$ cat src/design/kvrph_pkg.sv
package kvrph_pkg;

    localparam int unsigned BYTE_W   = 8;
    localparam int unsigned QID_W    = 16;
    localparam int unsigned KEYLEN_W = 16;
    localparam int unsigned HASH_W   = 32;
    localparam int unsigned VALUE_W  = 32;
    localparam int unsigned OFF_W    = 17;

    // Multiplier of the polynomial key hash.
    localparam logic [HASH_W-1:0] HASH_MULT = 32'd1000000007;

    // Header layout: offsets of the bytes that are kept.
    localparam logic [OFF_W-1:0] OFF_QID_LO    = 17'd0;
    localparam logic [OFF_W-1:0] OFF_QID_HI    = 17'd1;
    localparam logic [OFF_W-1:0] OFF_KEYLEN_LO = 17'd4;
    localparam logic [OFF_W-1:0] OFF_KEYLEN_HI = 17'd5;
    localparam logic [OFF_W-1:0] HEADER_BYTES  = 17'd8;
    localparam logic [OFF_W-1:0] OFFSET_MAX    = {OFF_W{1'b1}};

    // Byte positions inside the little-endian value.
    localparam logic [1:0] VAL_B0 = 2'd0;
    localparam logic [1:0] VAL_B1 = 2'd1;
    localparam logic [1:0] VAL_B2 = 2'd2;
    localparam logic [1:0] VAL_B3 = 2'd3;

endpackage

$ cat src/design/kvrph_byte_if.sv
interface kvrph_byte_if;

    logic                           valid;
    logic                           ready;
    logic [kvrph_pkg::BYTE_W-1:0]   data_byte;
    logic                           first_byte;
    logic                           last_byte;

    modport source (output valid, output data_byte, output first_byte, output last_byte,
                    input ready);
    modport sink   (input valid, input data_byte, input first_byte, input last_byte,
                    output ready);

endinterface

$ cat src/design/kvrph_result_if.sv
interface kvrph_result_if;

    logic                                  valid;
    logic                                  ready;
    logic        [kvrph_pkg::QID_W-1:0]    query_id;
    logic        [kvrph_pkg::HASH_W-1:0]   key_hash;
    logic signed [kvrph_pkg::VALUE_W-1:0]  item_value;
    logic                                  truncated;

    modport source (output valid, output query_id, output key_hash, output item_value,
                    output truncated, input ready);
    modport sink   (input valid, input query_id, input key_hash, input item_value,
                    input truncated, output ready);

endinterface

$ cat src/design/key_value_record_parser_hasher.sv
// Channel   Direction  Content
// payload   in         one payload word: data_byte, first_byte, last_byte
// result    out        query_id, key_hash, item_value, truncated
//
// A word is registered on acceptance and parsed from that register. Any
// result it causes is loaded into the result register when the parse stage
// advances, so a result passes the input register and then the result register.
// One word is accepted per cycle while payload ready is high; the parse
// stage is a single constant multiply and add plus the offset compares
// against the key end.
// Reset clears the parse state and leaves the block idle until a first byte.
// A stalled result holds the parse stage, and payload ready falls only while
// both the parse stage and the result register are occupied.
module key_value_record_parser_hasher
(
    input  logic                  clk,
    input  logic                  rst_n,
    kvrph_byte_if.sink            payload,
    kvrph_result_if.source        result
);
    import kvrph_pkg::*;

    // Input register stage.
    logic                  s1_valid_reg;
    logic [BYTE_W-1:0]     s1_byte_reg;
    logic                  s1_first_reg;
    logic                  s1_last_reg;

    // Parse state.
    logic [OFF_W-1:0]      offset_reg, offset_next;
    logic [QID_W-1:0]      qid_reg, qid_next;
    logic [KEYLEN_W-1:0]   keylen_reg, keylen_next;
    logic [HASH_W-1:0]     hash_reg, hash_next;
    logic [VALUE_W-1:0]    value_reg, value_next;
    logic                  done_reg, done_next;

    // Result register.
    logic                  out_valid_reg;
    logic [QID_W-1:0]      out_qid_reg;
    logic [HASH_W-1:0]     out_hash_reg;
    logic [VALUE_W-1:0]    out_value_reg;
    logic                  out_trunc_reg;

    logic                  s1_adv;
    logic                  s1_fire;
    logic                  in_fire;

    // State as seen by this word once a first byte has cleared it.
    logic [OFF_W-1:0]      off_eff;
    logic [QID_W-1:0]      qid_eff;
    logic [KEYLEN_W-1:0]   keylen_eff;
    logic [HASH_W-1:0]     hash_eff;
    logic [VALUE_W-1:0]    value_eff;
    logic                  done_eff;

    logic [OFF_W-1:0]      key_end;
    logic [OFF_W:0]        key_diff;
    logic                  in_key;
    logic                  in_value;
    logic [HASH_W-1:0]     hash_sx;
    logic [HASH_W-1:0]     hash_mul;
    logic                  emit;
    logic                  emit_trunc;

    // The parse stage moves on whenever the result register is free or drains.
    assign s1_adv        = !out_valid_reg || result.ready;
    assign s1_fire       = s1_valid_reg && s1_adv;
    assign payload.ready = !s1_valid_reg || s1_adv;
    assign in_fire       = payload.valid && payload.ready;

    assign off_eff    = s1_first_reg ? '0 : offset_reg;
    assign qid_eff    = s1_first_reg ? '0 : qid_reg;
    assign keylen_eff = s1_first_reg ? '0 : keylen_reg;
    assign hash_eff   = s1_first_reg ? '0 : hash_reg;
    assign value_eff  = s1_first_reg ? '0 : value_reg;
    assign done_eff   = s1_first_reg ? 1'b0 : done_reg;

    // Key occupies [8, key_end) and the value [key_end, key_end + 4).
    assign key_end  = HEADER_BYTES + {{(OFF_W-KEYLEN_W){1'b0}}, keylen_eff};
    assign key_diff = {1'b0, off_eff} - {1'b0, key_end};
    assign in_key   = (off_eff >= HEADER_BYTES) && key_diff[OFF_W];
    assign in_value = !key_diff[OFF_W] && (key_diff[OFF_W-1:2] == '0);

    assign hash_sx  = {{(HASH_W-BYTE_W){s1_byte_reg[BYTE_W-1]}}, s1_byte_reg};
    assign hash_mul = hash_eff * HASH_MULT;

    always_comb
    begin
        qid_next    = qid_eff;
        keylen_next = keylen_eff;
        hash_next   = hash_eff;
        value_next  = value_eff;
        done_next   = done_eff;
        offset_next = off_eff;
        emit        = 1'b0;
        emit_trunc  = 1'b0;

        if (!done_eff)
        begin
            if (off_eff == OFF_QID_LO)
            begin
                qid_next[7:0] = s1_byte_reg;
            end
            else if (off_eff == OFF_QID_HI)
            begin
                qid_next[15:8] = s1_byte_reg;
            end
            else if (off_eff == OFF_KEYLEN_LO)
            begin
                keylen_next[7:0] = s1_byte_reg;
            end
            else if (off_eff == OFF_KEYLEN_HI)
            begin
                keylen_next[15:8] = s1_byte_reg;
            end
            else if (in_key)
            begin
                hash_next = hash_mul + hash_sx;
            end
            else if (in_value)
            begin
                case (key_diff[1:0])
                    VAL_B0:  value_next[7:0]   = s1_byte_reg;
                    VAL_B1:  value_next[15:8]  = s1_byte_reg;
                    VAL_B2:  value_next[23:16] = s1_byte_reg;
                    VAL_B3:  value_next[31:24] = s1_byte_reg;
                    default: value_next        = value_eff;
                endcase
            end

            if (off_eff != OFFSET_MAX)
            begin
                offset_next = off_eff + 1'b1;
            end

            // The final value byte completes the record, even when it is also
            // the last byte of the payload.
            if (in_value && (key_diff[1:0] == VAL_B3))
            begin
                done_next = 1'b1;
                emit      = 1'b1;
            end
            else if (s1_last_reg)
            begin
                done_next  = 1'b1;
                emit       = 1'b1;
                emit_trunc = 1'b1;
            end
        end
    end

    always_ff @(posedge clk or negedge rst_n)
    begin
        if (!rst_n)
        begin
            s1_valid_reg  <= 1'b0;
            out_valid_reg <= 1'b0;
            offset_reg    <= '0;
            qid_reg       <= '0;
            keylen_reg    <= '0;
            hash_reg      <= '0;
            value_reg     <= '0;
            done_reg      <= 1'b1;
        end
        else
        begin
            if (payload.ready)
            begin
                s1_valid_reg <= payload.valid;
            end

            if (s1_fire)
            begin
                offset_reg <= offset_next;
                qid_reg    <= qid_next;
                keylen_reg <= keylen_next;
                hash_reg   <= hash_next;
                value_reg  <= value_next;
                done_reg   <= done_next;
            end

            if (s1_adv)
            begin
                out_valid_reg <= s1_valid_reg && emit;
            end
        end
    end

    always_ff @(posedge clk)
    begin
        if (in_fire)
        begin
            s1_byte_reg  <= payload.data_byte;
            s1_first_reg <= payload.first_byte;
            s1_last_reg  <= payload.last_byte;
        end

        if (s1_fire && emit)
        begin
            out_qid_reg   <= qid_next;
            out_hash_reg  <= hash_next;
            out_value_reg <= value_next;
            out_trunc_reg <= emit_trunc;
        end
    end

    assign result.valid      = out_valid_reg;
    assign result.query_id   = out_qid_reg;
    assign result.key_hash   = out_hash_reg;
    assign result.item_value = out_value_reg;
    assign result.truncated  = out_trunc_reg;

`ifndef SYNTHESIS
    // A result produced by the parse stage must appear in the result register.
    assert property (@(posedge clk) disable iff (!rst_n)
        (s1_fire && emit) |=> out_valid_reg)
        else $error("parsed result not registered");

    // After any emitted result the parser goes idle until the next first byte.
    assert property (@(posedge clk) disable iff (!rst_n)
        (s1_fire && emit) |=> done_reg)
        else $error("parser not idle after result");

    // A truncated result only comes from the last byte of a payload.
    assert property (@(posedge clk) disable iff (!rst_n)
        (s1_fire && emit_trunc) |-> s1_last_reg)
        else $error("truncated result without last byte");

    // An idle parser never emits unless the word starts a new payload.
    assert property (@(posedge clk) disable iff (!rst_n)
        (s1_fire && done_reg && !s1_first_reg) |-> !emit)
        else $error("result emitted while idle");
`endif

endmodule

$ cat src/flat_wrapper.sv
// flat-port wrapper written by rule: the top's interface ports become plain ports
module key_value_record_parser_hasher_flat import kvrph_pkg::*;
  (clk, rst_n, payload_valid, payload_data_byte, payload_first_byte, payload_last_byte, payload_ready, result_valid, result_query_id, result_key_hash, result_item_value, result_truncated, result_ready);
  kvrph_byte_if payload_i ();
  kvrph_result_if result_i ();
  input  logic clk;
  input  logic rst_n;
  input wire logic [$bits(payload_i.valid)-1:0] payload_valid;
  input wire logic [$bits(payload_i.data_byte)-1:0] payload_data_byte;
  input wire logic [$bits(payload_i.first_byte)-1:0] payload_first_byte;
  input wire logic [$bits(payload_i.last_byte)-1:0] payload_last_byte;
  output wire logic [$bits(payload_i.ready)-1:0] payload_ready;
  output wire logic [$bits(result_i.valid)-1:0] result_valid;
  output wire logic [$bits(result_i.query_id)-1:0] result_query_id;
  output wire logic [$bits(result_i.key_hash)-1:0] result_key_hash;
  output wire logic [$bits(result_i.item_value)-1:0] result_item_value;
  output wire logic [$bits(result_i.truncated)-1:0] result_truncated;
  input wire logic [$bits(result_i.ready)-1:0] result_ready;
  assign payload_i.valid = payload_valid;
  assign payload_i.data_byte = payload_data_byte;
  assign payload_i.first_byte = payload_first_byte;
  assign payload_i.last_byte = payload_last_byte;
  assign payload_ready = payload_i.ready;
  assign result_valid = result_i.valid;
  assign result_query_id = result_i.query_id;
  assign result_key_hash = result_i.key_hash;
  assign result_item_value = result_i.item_value;
  assign result_truncated = result_i.truncated;
  assign result_i.ready = result_ready;
  key_value_record_parser_hasher u_core (.clk(clk), .rst_n(rst_n), .payload(payload_i), .result(result_i));
endmodule
$ cat config.mk
export PLATFORM = sky130hd
export DESIGN_NAME = key_value_record_parser_hasher_flat
export DESIGN_NICKNAME = d
export VERILOG_FILES = /design/src/design/kvrph_pkg.sv /design/src/design/kvrph_byte_if.sv /design/src/design/kvrph_result_if.sv /design/src/design/key_value_record_parser_hasher.sv /design/src/flat_wrapper.sv
export SDC_FILE = /design/constraint.sdc
export NUM_CORES = 1
export LEC_CHECK = 0
export ABC_AREA = 1
export BUFFER_PORTS_ARGS = -buffer_cell sky130_fd_sc_hd__buf_2
export CORE_AREA = 2 2 224 226
export CTS_CLUSTER_SIZE = 40
export DETAILED_ROUTE_END_ITERATION = 10
export DIE_AREA = 0 0 226 228
export GPL_TIMING_DRIVEN = 0
export PLACE_DENSITY_LB_ADDON = 0.12
export SYNTH_ARGS = -nofsm -noshare
export SYNTH_HDL_FRONTEND = slang
export SYNTH_SLANG_ARGS = --single-unit
$ cat constraint.sdc
create_clock -name clk -period 13.8 [get_ports clk]
set_clock_uncertainty 0.15 [all_clocks]
set_input_delay 0.69 -clock clk [delete_from_list [all_inputs] [get_ports clk]]
set_output_delay 0.69 -clock clk [all_outputs]
set_load 0.05 [all_outputs]
* Yosys cells after proc, flatten, opt, wreduce, memory -nomap -nowiden
Cells that the tools add are included.
Operators by class: muxes and demuxes 39, reduce and logical (&&, ||, !) cells 16, add/sub/neg operators 4, magnitude comparators 1, eq/ne operators 7, multiply operators 1
Operator list (number):
- $mux 32 | 15
- $mux 16 | 6
- $mux 8 | 10
- $mux 17 | 3
- $eq 17x3->1 const B | 2
- $add 32x32->32 | 1
- $mul 32x30->32 const B | 1
- $sub 17x17->18 | 1
- $add 17x1->17 const B | 1
- $add 4x16->17 const A | 1
- $eq 17x1->1 const B | 1
- $ge 17x4->1 const B | 1
- $logic_not 17->1 | 1
- $ne 17x17->1 const B | 1
- $logic_not 15->1 | 1
- $logic_and 1x1->1 | 7
- $mux 1 | 5
- $eq 2x2->1 const B | 2
- $logic_not 1->1 | 3
- $eq 2x1->1 const B | 1
- $logic_not 2->1 | 1
- $logic_or 1x1->1 | 2
- $reduce_or 2->1 | 1
Storage, ports and cells: register bits 207, input bits 14, logic and storage cells 83

* Logic depth before layout (Yosys ltp)
Gate-level depths: netlist of run 1.
word-level depth 12, depth in mapped cells 35, depth with buffers taken out 34

* Worst setup path after synthesis of run 1
No wires, ideal clock.
kind register to register, from register u_core.s1_first_reg, to register u_core.out_value_reg[0] (netlist: u_core.result.item_value[0]), enable pin, buffers on the path 3, required time 13.129 ns, setup slack 6.012 ns, data arrival time 7.117 ns, setup time 0.521 ns, clock period less this slack 7.788 ns, stages on the path, launching flop included 21, cells stage by stage edfxtp_1 -> inv_1 -> buf_4 -> buf_2 -> buf_1 -> nand2_1 -> ha_1 -> ha_1 -> fa_1 -> or2_2 -> a21oi_1 -> nand3_1 -> nor2_1 -> nand4_1 -> nor2_1 -> nand4_1 -> nor2_2 -> nand4_4 -> o21ai_0 -> inv_1 -> nor2_1
On the way: cells in the longest elaborated chain, start to end 9, elaborated cells between the ends (all ways) 13, those cells by class add/sub (2); eq/ne (1); mux (5); reduce/logical (5)
Ends and longest elaborated chain:
- start: declaration | line key_value_record_parser_hasher.sv:26 | logic s1_first_reg;
- start signal: assignment | line key_value_record_parser_hasher.sv:194 | s1_first_reg <= payload.first_byte;
- $mux 16 | line key_value_record_parser_hasher.sv:73 | assign keylen_eff = s1_first_reg ? '0 : keylen_reg;
- $add 4x16->17 | line key_value_record_parser_hasher.sv:79 | assign key_end = HEADER_BYTES + {{(OFF_W-KEYLEN_W){1'b0}}, keylen_eff};
- $sub 17x17->18 | line key_value_record_parser_hasher.sv:80 | assign key_diff = {1'b0, off_eff} - {1'b0, key_end};
- $logic_not 15->1 or $logic_not 1->1 (tied branches) | line key_value_record_parser_hasher.sv:82 | assign in_value = !key_diff[OFF_W] && (key_diff[OFF_W-1:2] == '0);
- $logic_and 1x1->1 | line key_value_record_parser_hasher.sv:82
- $logic_and 1x1->1 | line key_value_record_parser_hasher.sv:138 | if (in_value && (key_diff[1:0] == VAL_B3))
- $mux 1 | line key_value_record_parser_hasher.sv:138
- $mux 1 * | line key_value_record_parser_hasher.sv:98 | if (!done_eff)
- $logic_and 1x1->1 * | line key_value_record_parser_hasher.sv:198 | if (s1_fire && emit)
- end signal: assignment | line key_value_record_parser_hasher.sv:202 | out_value_reg <= value_next;
- end: declaration | line key_value_record_parser_hasher.sv:41 | logic [VALUE_W-1:0] out_value_reg;
Mark *: on every way between the ends. The rest lies on a longest branch, timed or not. A chain may end at the register's enable or synchronous reset.

* Final worst setup path of run 1
from register u_core.s1_first_reg, to register u_core.hash_reg[28]
On the way: cells in the longest elaborated chain, start to end 10, elaborated cells between the ends (all ways) 20, those cells by class add/sub (3); mul (1); order compare (1); eq/ne (3); mux (10); reduce/logical (2)
Ends and longest elaborated chain:
- branches (longest 9 deep; another with $mul 32x30->32)
- $mux 32 * | line key_value_record_parser_hasher.sv:98
- via u_core.hash_next[28] | line key_value_record_parser_hasher.sv:33 | logic [HASH_W-1:0] hash_reg, hash_next;
- end signal: assignment | line key_value_record_parser_hasher.sv:177 | hash_reg <= hash_next;
- end: declaration | line key_value_record_parser_hasher.sv:33
Mark *: on every way through the listed nets, which the timed path passes.

==> metrics, run 1 <==
CTS tree yes; Initial Util 39.5%; Seq/Total Area, Yosys 28.9%; vias 15900; RSZ-0062 raised after global routing false; die width 226 um; Final Total Pwr 2.13 mW; Core Region 0.0493 mm2; ranking of synthesized cells by area fa_1 (17%), dfrtp_1 (15%), edfxtp_1 (14%), ha_1 (13%), nand2_1 (10%); die area 0.0515 mm2; largest family of logic cells by synthesized area adder cells; Post-Syn Instances 2368; pin count of the biggest net entering global routing 81; Hold Crit Class input port to register; FF/Latch Area 0.00564 mm2; multiplexer share of the synthesized area 0.0514%; Pre-antenna DRT Iters 7; CTS sink cnt 207; Post-Synth Simple-Gate Area 20.1%; Worst EP required 14.06 ns; Layout area overhead 11.5%; Post-Synthesis Net Count 2746; CP endpoint kind register; nets 2874; DRT Wirelength 62200 um; clock slew at reported path FFs 0.06 ns; Ys Warns 0; fin crit period 9.39 ns; dominant cell by count in the synthesized netlist nand2_1; post-CTS sizing 0; type of origin of the critical path register; hold_ws 0.145 ns; Yosys top cell by area fa_1; Util after Layout 44.0%; Multi-input gate area 0.0118 mm2; Die Height 228 um; power density over cell area 98.1 mW/mm2; Synth Flop Type dfrtp_1; total CTS buffers 25; max incr delay on CP 0.82 ns; Final Slew Violations 0; hold_sp payload_data_byte[7]; wire per inst 19.5 um; Buffers on Ports 96; Netlist cell types 55; Cell Area, Synth 0.0195 mm2; Post-synth EDFFs 91; Ports 97; Sum Neg Setup Slack 0 ns; DP Worst Slack 4.47 ns; clock latency on the worst-skew pair 0.57 ns; final worst slack 4.41 ns; H-tree depth 1; filler cell count in the final layout 4954; residual DRC count 0; DRT iter0 DRCs 1143; n_diodes 0; Yosys reg bits 207; CP Launch Point u_core.s1_first_reg$_DFFE_PP_; Via density 4.99; Placement Cell Area 0.0209 mm2; gr usage total 24.9%; Worst-Margin Slew 1.21 ns; final setup fails 0; first-pass GRT wire length 96900 um; Final ANT Viol Nets 0; Static Leak 11.3 nW; Avg Inst Size Synth 8.22 um2; Fin. Hold Viols 0; Crit path buffers/inverters 11; antenna violations before repair 0; commonest cells in the netlist nand2_1 (534), inv_1 (487), ha_1 (201), nor2_1 (199), fa_1 (163); grt ovf 0; final period utilization 68.1%; root buf cell clkbuf_16; Row Count 82; Max Clk Rate 106 MHz; CP max-delay cell buf_1; Final GP Congestion 0.889; worst path arrival time 9.65 ns; HPWL Detailed 50900 um; Slew Limit Headroom 19.3%; number of max-cap violations 0; clk buf depth 3; Yosys top cell area share 16.8%; delay-heaviest family, CP adder cells; Peak VDD IR 0.0894 mV; vias in the first global route 16300; Async SR Flop Fraction 56.0%; critical path type register to register; Crit Reg-Reg Startpoint u_core.s1_first_reg$_DFFE_PP_; Synth Area in Compound Gates 7.18%; Finished Layout Cells 3186; CP most frequent cell inv_1; XOR/XNOR Fraction of Synth Area 3.46%; Critical Path Fanout Max 10; Synth Area in Adders 29.7%; layout cells sized above 1 7.68%; status completed; Design Area, Final 0.0217 mm2; placed cells 3140
area by class of cell:
class                      count  area share (%)
buffer                        50            1.00
clock buffer                  36            3.26
clock inverter                 9           0.398
inverter                     491            8.49
multi-input combinational   1620            54.3
sequential                   207            26.0
tap                          672            3.87
timing repair buffer         101            2.76
report_power, final:
part           internal [mW]  switching [mW]
clock                  0.375           0.279
sequential             0.710          0.0334
combinational          0.204           0.528
total                   1.29           0.841
worst reg2reg max path: cells and delay by family, from the launching register on:
family	cells	cell delay, ns
compound gates	5	1.49
fa+ha+maj	7	3.33
buf+inv	11	2.64
flops	1	0.42
simple gates	11	1.20
cell usage in the layout (no fill, tap or decap), drive strengths merged, types with 2 or more instances in the layout:
cell type and instances:
xor2 44, nor2 213, a31oi 6, a21oi 65, edfxtp 91, o22ai 11
nor3 16, buf 122, nor4 3, nand3 107, dfrtp 115, o21ai 141
a211oi 4, o21bai 8, xnor2 33, inv 492, or2 7, fa 163
ha 201, o21a 3, nand3b 8, a21o 2, o211ai 5, nand2 545
clkinv 7, nand4 24, o32ai 3, clkbuf 64
final timing paths:
path | cells past startpoint | end | slack, ns
hold reg to reg | 2 | u_core.hash_reg[14]$_DFFE_PN0P_ | 0.33
setup / recovery | 34 | u_core.hash_reg[28]$_DFFE_PN0P_ | 4.41
setup reg to reg | 34 | u_core.hash_reg[28]$_DFFE_PN0P_ | 4.41
max in group asynchronous | 3 | u_core.done_reg$_DFFE_PN1P_ | 12.22
min in group asynchronous | 2 | u_core.hash_reg[15]$_DFFE_PN0P_ | 0.47
hold / removal | 1 | u_core.s1_byte_reg[7]$_DFFE_PP_ | 0.14
layer usage:
metal  vias to the layer above  track usage, %  part of all wire [%]
li1                       7670               -                     -
met1                      7772            34.9                    46
met2                       386            41.0                    47
met3                        81            2.59                   4.7
met4                         0            6.97                   2.7
met5                         -               0                     0
kinds of logic after synthesis:
logic type,Yosys count
simple gates,924
buf+inv,541
fa+ha+maj,364
compound gates,254
flops,207
xor+xnor,77
mux,1
timing repair:
item / 4_1_cts / 5_1_grt
endpoints found under the hold margin: 36 / 0
hold buffers: 1 / 0
buffers inserted: 0 / 0
No activity file was read; power rests on OpenSTA's default activity.
==> run 2, diff against run 1 <==
- clock period: 13.8 -> 8.5 ns (I/O delays scaled with it)
==> run 2 against run 1 <==
  * Via count rose by 0.37%
  * Critical path depth down 9
  * Non-clock buffer count increased by 11
  * Wire length decreased by 0.28%
  * Sequential cell count unchanged
==> metrics, run 2 (synthesis results as in run 1) <==
status completed; Hold Crit Class input port to async pin; vias 16000; Placement Cell Area 0.0209 mm2; wire per inst 19.4 um; Sum Neg Setup Slack 0 ns; die width 226 um; hold_ws 0.203 ns; Worst EP required 8.76 ns; power density over cell area 158 mW/mm2; Final Total Pwr 3.46 mW; Pre-antenna DRT Iters 7; H-tree depth 1; antenna violations before repair 0; placed cells 3140; n_diodes 0; Final GP Congestion 0.889; Max Clk Rate 121 MHz; Via density 4.99; filler cell count in the final layout 4951; Peak VDD IR 0.144 mV; gr usage total 25.0%; CP endpoint kind register; Multi-input gate area 0.0118 mm2; residual DRC count 0; RSZ-0062 raised after global routing false; worst path arrival time 8.54 ns; Worst-Margin Slew 1.21 ns; delay-heaviest family, CP adder cells; Crit Reg-Reg Startpoint u_core.s1_first_reg$_DFFE_PP_; HPWL Detailed 50900 um; CP most frequent cell fa_1; DP Worst Slack -0.826 ns; Worst Reg-to-Reg Cells 25; Buffers on Ports 96; first-pass GRT wire length 97100 um; Die Height 228 um; Finished Layout Cells 3197; number of max-cap violations 0; DRT Wirelength 62000 um; type of origin of the critical path register; Layout area overhead 12.3%; commonest non-fill, non-tap cell in the layout nand2_1; fin crit period 8.28 ns; clock slew at reported path FFs 0.06 ns; final period utilization 97.4%; vias in the first global route 16300; critical path type register to register; Design Area, Final 0.0219 mm2; Fin. Hold Viols 0; grt ovf 0; Final ANT Viol Nets 0; Crit path buffers/inverters 7; FF-to-FF End u_core.result.key_hash[31]$_DFFE_PP_; Static Leak 11.3 nW; layout cells sized above 1 8.08%; max incr delay on CP 0.56 ns; Util after Layout 44.3%; CTS tree yes; final worst slack 0.225 ns; Slew Limit Headroom 19.3%; die area 0.0515 mm2; clk buf depth 3; total CTS buffers 25; DRT iter0 DRCs 1110; Initial Util 39.5%; root buf cell clkbuf_16; Ports 97; nets 2885; CTS sink cnt 207; pin count of the biggest net entering global routing 81; most frequent cells in the layout nand2_1 (534), inv_1 (486), ha_1 (201); Critical Path Fanout Max 19; CP max-delay cell fa_1; FF-to-FF setup slack 0.22 ns; final setup fails 0; FF/Latch Area 0.00564 mm2; Core Region 0.0493 mm2; Final Slew Violations 0; Row Count 82; clock latency on the worst-skew pair 0.57 ns
[run 2: cell types whose count changed in the layout (fill, tap and decap cells not counted), sizes merged]
| cell | previous run | this run |
|---|---|---|
| clkbuf | 64 | 65 |
| dlygate4sd3 | 1 | 13 |
| buf | 122 | 120 |
[run 2: area by class of cell]
| type | count | area share (%) |
|---|---|---|
| repair buffers | 114 | 3.32 |
| clock inverters | 9 | 0.395 |
| well taps | 672 | 3.84 |
| plain buffers | 48 | 0.995 |
| inverters | 491 | 8.43 |
| multi-input cells | 1620 | 54.0 |
| flip-flops and latches | 207 | 25.8 |
| clock buffers | 36 | 3.23 |
[run 2: how the worst max path moves through the flow]
| stage | start | end | slack (ns) | cells after the start |
|---|---|---|---|---|
| after floorplan | u_core.s1_first_reg$_DFFE_PP_ | u_core.result.item_value[0]$_DFFE_PP_ | 0.71 | 20 |
| after global placement | u_core.s1_first_reg$_DFFE_PP_ | u_core.result.key_hash[8]$_DFFE_PP_ | -2.94 | 25 |
| after detailed placement | u_core.s1_first_reg$_DFFE_PP_ | u_core.result.key_hash[31]$_DFFE_PP_ | -0.83 | 28 |
| after CTS | u_core.s1_first_reg$_DFFE_PP_ | u_core.hash_reg[28]$_DFFE_PN0P_ | 0.04 | 34 |
| after global routing | u_core.s1_first_reg$_DFFE_PP_ | u_core.hash_reg[30]$_DFFE_PN0P_ | 0.0007 | 24 |
| final | u_core.s1_first_reg$_DFFE_PP_ | u_core.result.key_hash[31]$_DFFE_PP_ | 0.22 | 25 |
[run 2: where the power goes]
part | switching, mW | internal, mW
registers | 0.0523 | 1.15
clock network | 0.452 | 0.609
logic | 0.860 | 0.335
[run 2: routing by layer]
metal  up-vias  global-route usage [%]  part of all wire, %
met4         0                    6.81                  2.8
met5         -                       0                    0
met1      7837                    35.0                   46
met2       350                    41.1                   47
li1       7700                       -                    -
met3        81                    2.51                  4.0
[run 2: repair_timing]
action / 4_1_cts / 5_1_grt
hold buffers: 13 / 0
endpoints found under the hold margin: 48 / 0
gates resized for setup: 13 / 5
setup buffers: 1 / 0
setup endpoints to repair: 22 / 14
